$ cat src/pfdt_pkg.sv
// Shared types, codes and constants for the page frame buffer dirty tracker.
`default_nettype none

package pfdt_pkg;

  localparam logic [1:0] ACT_BYTE  = 2'd0;
  localparam logic [1:0] ACT_BITS  = 2'd1;
  localparam logic [1:0] ACT_FLUSH = 2'd2;
  localparam logic [1:0] ACT_NOP   = 2'd3;

  localparam int         CFG_IDX_W  = 1;
  localparam int         CFG_DATA_W = 8;
  localparam logic [CFG_IDX_W-1:0] REG_WIDTH  = 1'd0;
  localparam logic [CFG_IDX_W-1:0] REG_HEIGHT = 1'd1;

  localparam logic [7:0] WIDTH_RST  = 8'd128;
  localparam logic [6:0] HEIGHT_RST = 7'd64;

  localparam logic STATUS_OK  = 1'b0;
  localparam logic STATUS_OFF = 1'b1;

  typedef struct packed {
    logic [1:0] action;
    logic [6:0] column;
    logic [5:0] row;
    logic [7:0] pixel_bits;
    logic [2:0] bit_count;
  } cmd_item_t;

  typedef struct packed {
    logic       status;
    logic [2:0] run_first_page;
    logic [3:0] run_page_count;
    logic       last;
  } rsp_item_t;

  typedef struct packed {
    logic clr_wr;
    logic load;
    logic lo_wr;
    logic hi_wr;
    logic emit_draw;
    logic scan_step;
    logic flush_fin;
  } ctl_t;

  typedef struct packed {
    logic clr_last;
    logic req_flush;
    logic split;
    logic out_ready;
    logic scan_emit;
    logic scan_done;
    logic scan_any;
  } stat_t;

  function automatic logic [7:0] low_mask(input logic [2:0] n);
    logic [7:0] m;
    case (n)
      3'd0: m = 8'h00;
      3'd1: m = 8'h01;
      3'd2: m = 8'h03;
      3'd3: m = 8'h07;
      3'd4: m = 8'h0f;
      3'd5: m = 8'h1f;
      3'd6: m = 8'h3f;
      3'd7: m = 8'h7f;
      default: m = 8'h00;
    endcase
    return m;
  endfunction

endpackage

`default_nettype wire

$ cat src/pfdt_ctrl.sv
// Sequencing state machine: clearing sweep, draw read-modify-write, flush scan.
`default_nettype none

module pfdt_ctrl (
  input  wire logic           clk,
  input  wire logic           rst,
  input  wire logic           cmd_valid,
  output logic                cmd_stall,
  input  wire pfdt_pkg::stat_t stat,
  output pfdt_pkg::ctl_t      ctl
);
  import pfdt_pkg::*;

  localparam logic [2:0] S_CLEAR = 3'd0;
  localparam logic [2:0] S_IDLE  = 3'd1;
  localparam logic [2:0] S_LO    = 3'd2;
  localparam logic [2:0] S_HI    = 3'd3;
  localparam logic [2:0] S_RESP  = 3'd4;
  localparam logic [2:0] S_FLUSH = 3'd5;

  logic [2:0] state;
  logic [2:0] state_next;

  always_ff @(posedge clk) begin
    if (rst) begin
      state <= S_CLEAR;
    end else begin
      state <= state_next;
    end
  end

  assign cmd_stall = (state != S_IDLE);

  always_comb begin
    ctl        = '0;
    state_next = state;
    case (state)
      S_CLEAR: begin
        ctl.clr_wr = 1'b1;
        if (stat.clr_last) begin
          state_next = S_IDLE;
        end
      end
      S_IDLE: begin
        if (cmd_valid) begin
          ctl.load   = 1'b1;
          state_next = stat.req_flush ? S_FLUSH : S_LO;
        end
      end
      S_LO: begin
        ctl.lo_wr = 1'b1;
        if (stat.split) begin
          state_next = S_HI;
        end else if (stat.out_ready) begin
          ctl.emit_draw = 1'b1;
          state_next    = S_IDLE;
        end else begin
          state_next = S_RESP;
        end
      end
      S_HI: begin
        ctl.hi_wr = 1'b1;
        if (stat.out_ready) begin
          ctl.emit_draw = 1'b1;
          state_next    = S_IDLE;
        end else begin
          state_next = S_RESP;
        end
      end
      S_RESP: begin
        if (stat.out_ready) begin
          ctl.emit_draw = 1'b1;
          state_next    = S_IDLE;
        end
      end
      S_FLUSH: begin
        if (stat.scan_done) begin
          if (stat.scan_any || stat.out_ready) begin
            ctl.flush_fin = 1'b1;
            state_next    = S_IDLE;
          end
        end else if (!stat.scan_emit || stat.out_ready) begin
          ctl.scan_step = 1'b1;
        end
      end
      default: begin
        state_next = S_IDLE;
      end
    endcase
  end

  a_hi_after_lo: assert property (@(posedge clk) disable iff (rst)
    (state == S_HI) |-> ($past(state) == S_LO))
    else $error("upper page write without lower page write");

  a_resp_waits: assert property (@(posedge clk) disable iff (rst)
    (state == S_RESP) |-> !$past(stat.out_ready))
    else $error("response wait entered while output was free");

endmodule

`default_nettype wire

$ cat config.mk
export PLATFORM = sky130hd
export DESIGN_NAME = pfdt_ctrl
export DESIGN_NICKNAME = d
export VERILOG_FILES = /design/src/pfdt_pkg.sv /design/src/pfdt_ctrl.sv
export SDC_FILE = /design/constraint.sdc
export NUM_CORES = 1
export LEC_CHECK = 0
export BUFFER_PORTS_ARGS = -buffer_cell sky130_fd_sc_hd__buf_2
export CORE_AREA = 2 2 39 41
export DETAILED_ROUTE_END_ITERATION = 12
export DIE_AREA = 0 0 41 43
export GPL_ROUTABILITY_DRIVEN = 1
export HOLD_SLACK_MARGIN = 0.05
export PLACE_DENSITY = 0.49
export SYNTH_ARGS = -nofsm -noshare
export SYNTH_HDL_FRONTEND = slang
export SYNTH_SLANG_ARGS = --single-unit
$ cat constraint.sdc
create_clock -name clk -period 1.3 [get_ports clk]
set_input_delay 0.195 -clock clk [delete_from_list [all_inputs] [get_ports clk]]
set_output_delay 0.195 -clock clk [all_outputs]
set_load 0.01 [all_outputs]
==> flow_summary.json, run 1 <==
{
  "drt-initial-drc-count": 12,
  "cts.sinks": 3,
  "max_slew_margin": 0.808,
  "timing.fmax_mhz": 729,
  "clkTransAtPathRegs_ps": 40,
  "final_nets": 84,
  "hpwlAfterDp_um": 648,
  "htree_num_levels": 1,
  "synth_area_leaders": "dfxtp_1 18%, a21oi_1 7.4%, nor2_1 5.6%, o21ai_0 4.5%, nand3b_1 4.5%",
  "ant_nets": 0,
  "num_rows": 14,
  "maxSlewViolCount": 0,
  "synthesis.area_um2": 337,
  "antenna_found_initial": 0,
  "grt_pass1_vias": 400,
  "setup_viol": 4,
  "fin_area_um2": 569,
  "rsz0062_at_grt": "yes",
  "viasPerCell": 4.81,
  "top_regs": "state (3)",
  "async_flop_share": 0,
  "portBuffers": 17,
  "drc_errors": 0,
  "die_h_um": 43,
  "numCtsBuffers": 3,
  "drive_above_1_share": 0.589,
  "crit_arrival_ps": 1180,
  "status": "finished, violations left",
  "wl_per_cell_um": 10.4,
  "largest_reg_flops": 3,
  "grt_pass1_wl_um": 1580,
  "yosysSeqAreaShare": 0.178,
  "hold_buffers": 0,
  "endpoint_kind": "output pin",
  "netlist.area_leader.share": 0.178,
  "top_register": "state",
  "hold_ws_ps": 158,
  "grt_max_degree": 7,
  "dp_slack_ps": 53.4,
  "path_cells": "or3b_4 -> nor2_2 -> buf_2",
  "post_dp_cell_area_um2": 440,
  "clkPwrFrac": 0.366,
  "ys_ff_latch": 3,
  "synthDistinctLibCells": 27,
  "cp.required_ps": 1110,
  "cts_tree": "built",
  "cp_slowest_cell": "or3b_4",
  "internal-power_uw": 311,
  "gp_congestion": 0.687,
  "design.core.area_mm2": 0.00138,
  "cp-start-kind": "register",
  "hold_viol": 0,
  "p_leak_uw": 0.000272,
  "syn_nets": 55,
  "yosys.area.top_type": "dfxtp_1",
  "worst_skew_pair.late_latency_ps": 230,
  "synth_edf_count": 0,
  "cts_max_path_buffers": 2,
  "synthCells": 45,
  "vias": 428,
  "ir_worst_vdd_mv": 0.285,
  "tightest_slew_ps": 286,
  "p_sw_frac": 0.297,
  "track_usage": 0.128,
  "power_density_mw_per_mm2": 778,
  "io_pins": 18,
  "firstDrtPassIters": 4,
  "finalCritPeriodShare": 1.06,
  "p_switching_uw": 132,
  "sequentialPowerShare": 0.237,
  "critPathKind": "reg -> out",
  "hold_path_class": "in -> reg",
  "layout-area-overhead-vs-synth_pct": 69.1,
  "setup_slack_ps": -72.0,
  "drv_cap": 0,
  "clockRootBuffer": "clkbuf_4",
  "fill_cells": 156,
  "critical_path.max_stage_delay_ps": 400,
  "die_width_um": 41,
  "fin_skew_ps": 1.05,
  "yosysWarnings": 0,
  "grt-ovfl-total": 0,
  "violations": "negative setup slack",
  "drt-total-wl_um": 926,
  "start_util": 0.243,
  "path_max_fanout": 4,
  "finalCriticalPeriod_ps": 1370,
  "antennaDiodeCount": 0,
  "syn_avg_cell_area_um2": 7.48,
  "combinationalPowerShare": 0.398,
  "die_area_mm2": 0.00176,
  "ys.flop_type": "dfxtp_1"
}
[repair_timing]
| action | 4_1_cts | 5_1_grt |
|---|---|---|
| setup buffers | 7 | 0 |
| setup endpoints to repair | 7 | 7 |
| gates cloned | 0 | 0 |
| pin swaps | 3 | 2 |
| resized for setup | 9 | 5 |
[power by group through the flow]
| stage | clock network [uW] | logic, uW | registers [uW] |
|---|---|---|---|
| CTS | 172 | 162 | 104 |
| global route | 180 | 194 | 106 |
| finish | 162 | 176 | 105 |
| detailed placement | 0 | 130 | 111 |
| floorplan | 0 | 85.8 | 107 |
| global placement | 0 | 129 | 111 |
[layout make-up]
cell class / instances / area, um^2 / share of cell area
multi-input cells: 36 / 267 / 0.468
inverters: 3 / 11.3 / 0.0198
well taps: 16 / 20.0 / 0.0352
repair buffers: 27 / 174 / 0.305
clock buffers: 4 / 26.3 / 0.0462
flip-flops and latches: 3 / 71.3 / 0.125
[through the flow]
stage               setup TNS (ps)  power, uW   util  std cells
finish                        -139        443  0.411         89
global route                  -367        480  0.411         89
CTS                           -183        438  0.392         89
detailed placement               0        241  0.318         78
global placement                 0        240  0.318         78
floorplan                        0        193      -         45
[worst max-delay path: cells and delay by family (launching register included)]
| kind | cells | cell delay, ps |
|---|---|---|
| simple gates | 2 | 480 |
| flops | 1 | 340 |
| buf+inv | 1 | 120 |
[layer usage]
| layer | part of all wire | track usage | up-vias | routed length, um |
|---|---|---|---|---|
| met5 | 0 | 0 | - | 0 |
| met4 | 0 | 0.0400 | 0 | 0 |
| met3 | 0.077 | 0.0314 | 0 | 71 |
| met2 | 0.52 | 0.225 | 17 | 478 |
| met1 | 0.40 | 0.141 | 195 | 375 |
| li1 | - | - | 216 | - |
[cells in the final DEF (no fill, tap or decap), drive strengths merged, types with 2 or more instances in the layout]
cell and n:
buf 27, nor2 6, a21oi 5, o21ai 4, clkbuf 4, inv 3, dfxtp 3, nor2b 3
nand3b 2, nand2 2, nor3 2, nand2b 2, a211oi 2
[cells by family after synthesis]
| logic type | count (synthesis) | share of synthesized area |
|---|---|---|
| mux | 1 | 0.0297 |
| compound gates | 13 | 0.242 |
| simple gates | 22 | 0.446 |
| buf+inv | 6 | 0.104 |
| flops | 3 | 0.178 |
[synthesized netlist by cell type (2+ instances only)]
library cell	instances
a21oi_1	5
nand2_1	2
inv_1	3
nand2b_1	2
o21ai_0	3
nand3b_1	2
dfxtp_1	3
nor2b_1	2
nor2_1	5
[path summary, 6_finish.rpt]
path / slack (ps) / start / cells past startpoint / to
hold reg to reg: 670 / state[1] / 3 / state[0]
setup reg to reg: 90 / state[1] / 5 / state[2]
hold / removal: 160 / rst / 2 / state[2]
setup / recovery: -70 / state[2] / 3 / ctl[5]
No activity file was read; power rests on OpenSTA's default activity.
==> inputs of run 2 (changes only) <==
- ABC_AREA: default -> 1
- PLACE_DENSITY: 0.49 -> 0.46
==> flow_summary.json, run 2 <==
{
  "final_common_cell": "buf_2",
  "fin_skew_ps": 4.77,
  "worst_skew_pair.late_latency_ps": 230,
  "fill_cells": 166,
  "finalCriticalPeriod_ps": 1330,
  "grt_pass1_wl_um": 1530,
  "power_density_mw_per_mm2": 1970,
  "htree_num_levels": 1,
  "utilization": 0.383,
  "yosysSeqAreaShare": 0.204,
  "die_h_um": 43,
  "endpoint_kind": "output pin",
  "path_max_fanout": 5,
  "antennaDiodeCount": 0,
  "wl_met3_um": 53,
  "drc_errors": 0,
  "drv_cap": 0,
  "cp_slowest_cell": "dfxtp_4",
  "clockRootBuffer": "clkbuf_4",
  "timing.fmax_mhz": 751,
  "cts.sinks": 3,
  "netlist.area_leader.share": 0.204,
  "top_register": "state",
  "hpwlAfterDp_um": 703,
  "setup_slack_ps": -30.7,
  "status": "finished, violations left",
  "gp_congestion": 0.708,
  "design.core.area_mm2": 0.00138,
  "critical_path.max_stage_delay_ps": 400,
  "portBuffers": 17,
  "die_area_mm2": 0.00176,
  "finalCritPeriodShare": 1.02,
  "synthesis.area_um2": 294,
  "rsz0062_at_grt": "yes",
  "ys.flop_type": "dfxtp_1",
  "hold_viol": 0,
  "wl_per_cell_um": 10.2,
  "max_slew_margin": 0.843,
  "firstDrtPassIters": 3,
  "cp-start-kind": "register",
  "ys_ff_latch": 3,
  "setup_viol": 2,
  "yosysWarnings": 0,
  "grt_pass1_vias": 403,
  "cp.required_ps": 1110,
  "yosys.area.top_type": "dfxtp_1",
  "grt_max_degree": 6,
  "layout_common_cells": "17 x buf_2, 10 x nor2_1, 8 x nand2_1",
  "track_usage": 0.129,
  "largest_reg_flops": 3,
  "io_pins": 18,
  "path_delay_family": "flip-flops",
  "ir_worst_vdd_mv": 0.812,
  "drt-total-wl_um": 965,
  "viasPerCell": 4.40,
  "hold_path_class": "in -> reg",
  "crit_arrival_ps": 1140,
  "path_cells": "inv_4 -> nor2_4 -> o21ai_2 -> a21oi_2 -> buf_2",
  "top_regs": "state (3)",
  "synth_edf_count": 0,
  "grt-ovfl-total": 0,
  "syn_avg_cell_area_um2": 5.45,
  "wl_met2_um": 506,
  "hold_ws_ps": 124,
  "top_layer": "met3",
  "synthDistinctLibCells": 16,
  "start_util": 0.212,
  "synthTopCellsByCount": "13 x nor2_1, 9 x nand2_1, 7 x inv_1",
  "path_buf_inv": 2,
  "maxSlewViolCount": 0,
  "tightest_slew_ps": 233,
  "synthCells": 54,
  "drive_above_1_share": 0.532,
  "drt-initial-drc-count": 5,
  "num_rows": 14,
  "antenna_found_initial": 0,
  "die_width_um": 41,
  "hold_buffers": 0,
  "violations": "negative setup slack",
  "vias": 418,
  "m1WireLength_um": 405,
  "cts_tree": "built",
  "synth_area_leaders": "dfxtp_1 20%, nor2_1 17%, nand2_1 11%, inv_1 8.9%, nand3_1 6.8%",
  "ant_nets": 0,
  "clkTransAtPathRegs_ps": 40,
  "async_flop_share": 0,
  "numCtsBuffers": 3,
  "cts_max_path_buffers": 2,
  "critPathKind": "reg -> out",
  "syn_nets": 64,
  "synth_most_common_cell": "nor2_1",
  "layout-area-overhead-vs-synth_pct": 80.4,
  "final_nets": 90,
  "p_leak_uw": 0.000270
}
[run 2: layer usage]
| layer | global-route usage | vias to the layer above |
|---|---|---|
| li1 | - | 220 |
| met1 | 0.144 | 186 |
| met2 | 0.206 | 12 |
| met3 | 0.0471 | 0 |
| met4 | 0.0600 | 0 |
| met5 | 0 | - |
[run 2: cell type report]
cell class              count  area (um^2)  area share
inverters                  10         45.0      0.0849
flip-flops and latches      3         71.3       0.134
well taps                  16         20.0      0.0377
clock buffers               4         26.3      0.0495
repair buffers             21          115       0.217
multi-input cells          41          253       0.476
[run 2: logic make-up after synthesis]
logic type | count (synthesis) | synth area share
AND/OR/NAND/NOR | 35 | 0.549
buffers and inverters | 10 | 0.128
AO/OA/AOI/OAI | 6 | 0.119
flip-flops | 3 | 0.204
[run 2: worst paths after layout]
check	slack [ps]	to	startpoint	cells past startpoint
worst max-delay path	-30	ctl[2]	state[1]	5
worst min-delay path	120	state[1]	rst	2
worst max register to register	90	state[2]	state[2]	8
worst min register to register	670	state[0]	state[0]	3
[run 2: stage by stage]
stage	setup TNS (ps)	area, um^2	std cells	total power [uW]	setup WS, ps
global route	-409	531	95	1160	-119
CTS	-46.9	507	95	1000	-28.4
finish	-54.4	531	95	1040	-30.7
global placement	0	408	88	690	51.9
floorplan	0	295	54	527	43.2
detailed placement	0	408	88	689	59.4
[run 2: report_power, final]
group / internal (uW) / switching [uW]
sequential: 144 / 71.1
combinational: 286 / 377
clock: 115 / 50.5
total: 545 / 499
[run 2: what timing repair did]
| item | in CTS | in global routing |
|---|---|---|
| gates cloned | 0 | 0 |
| resized for setup | 15 | 6 |
| setup buffers | 3 | 0 |
| endpoints found under the setup margin | 6 | 6 |
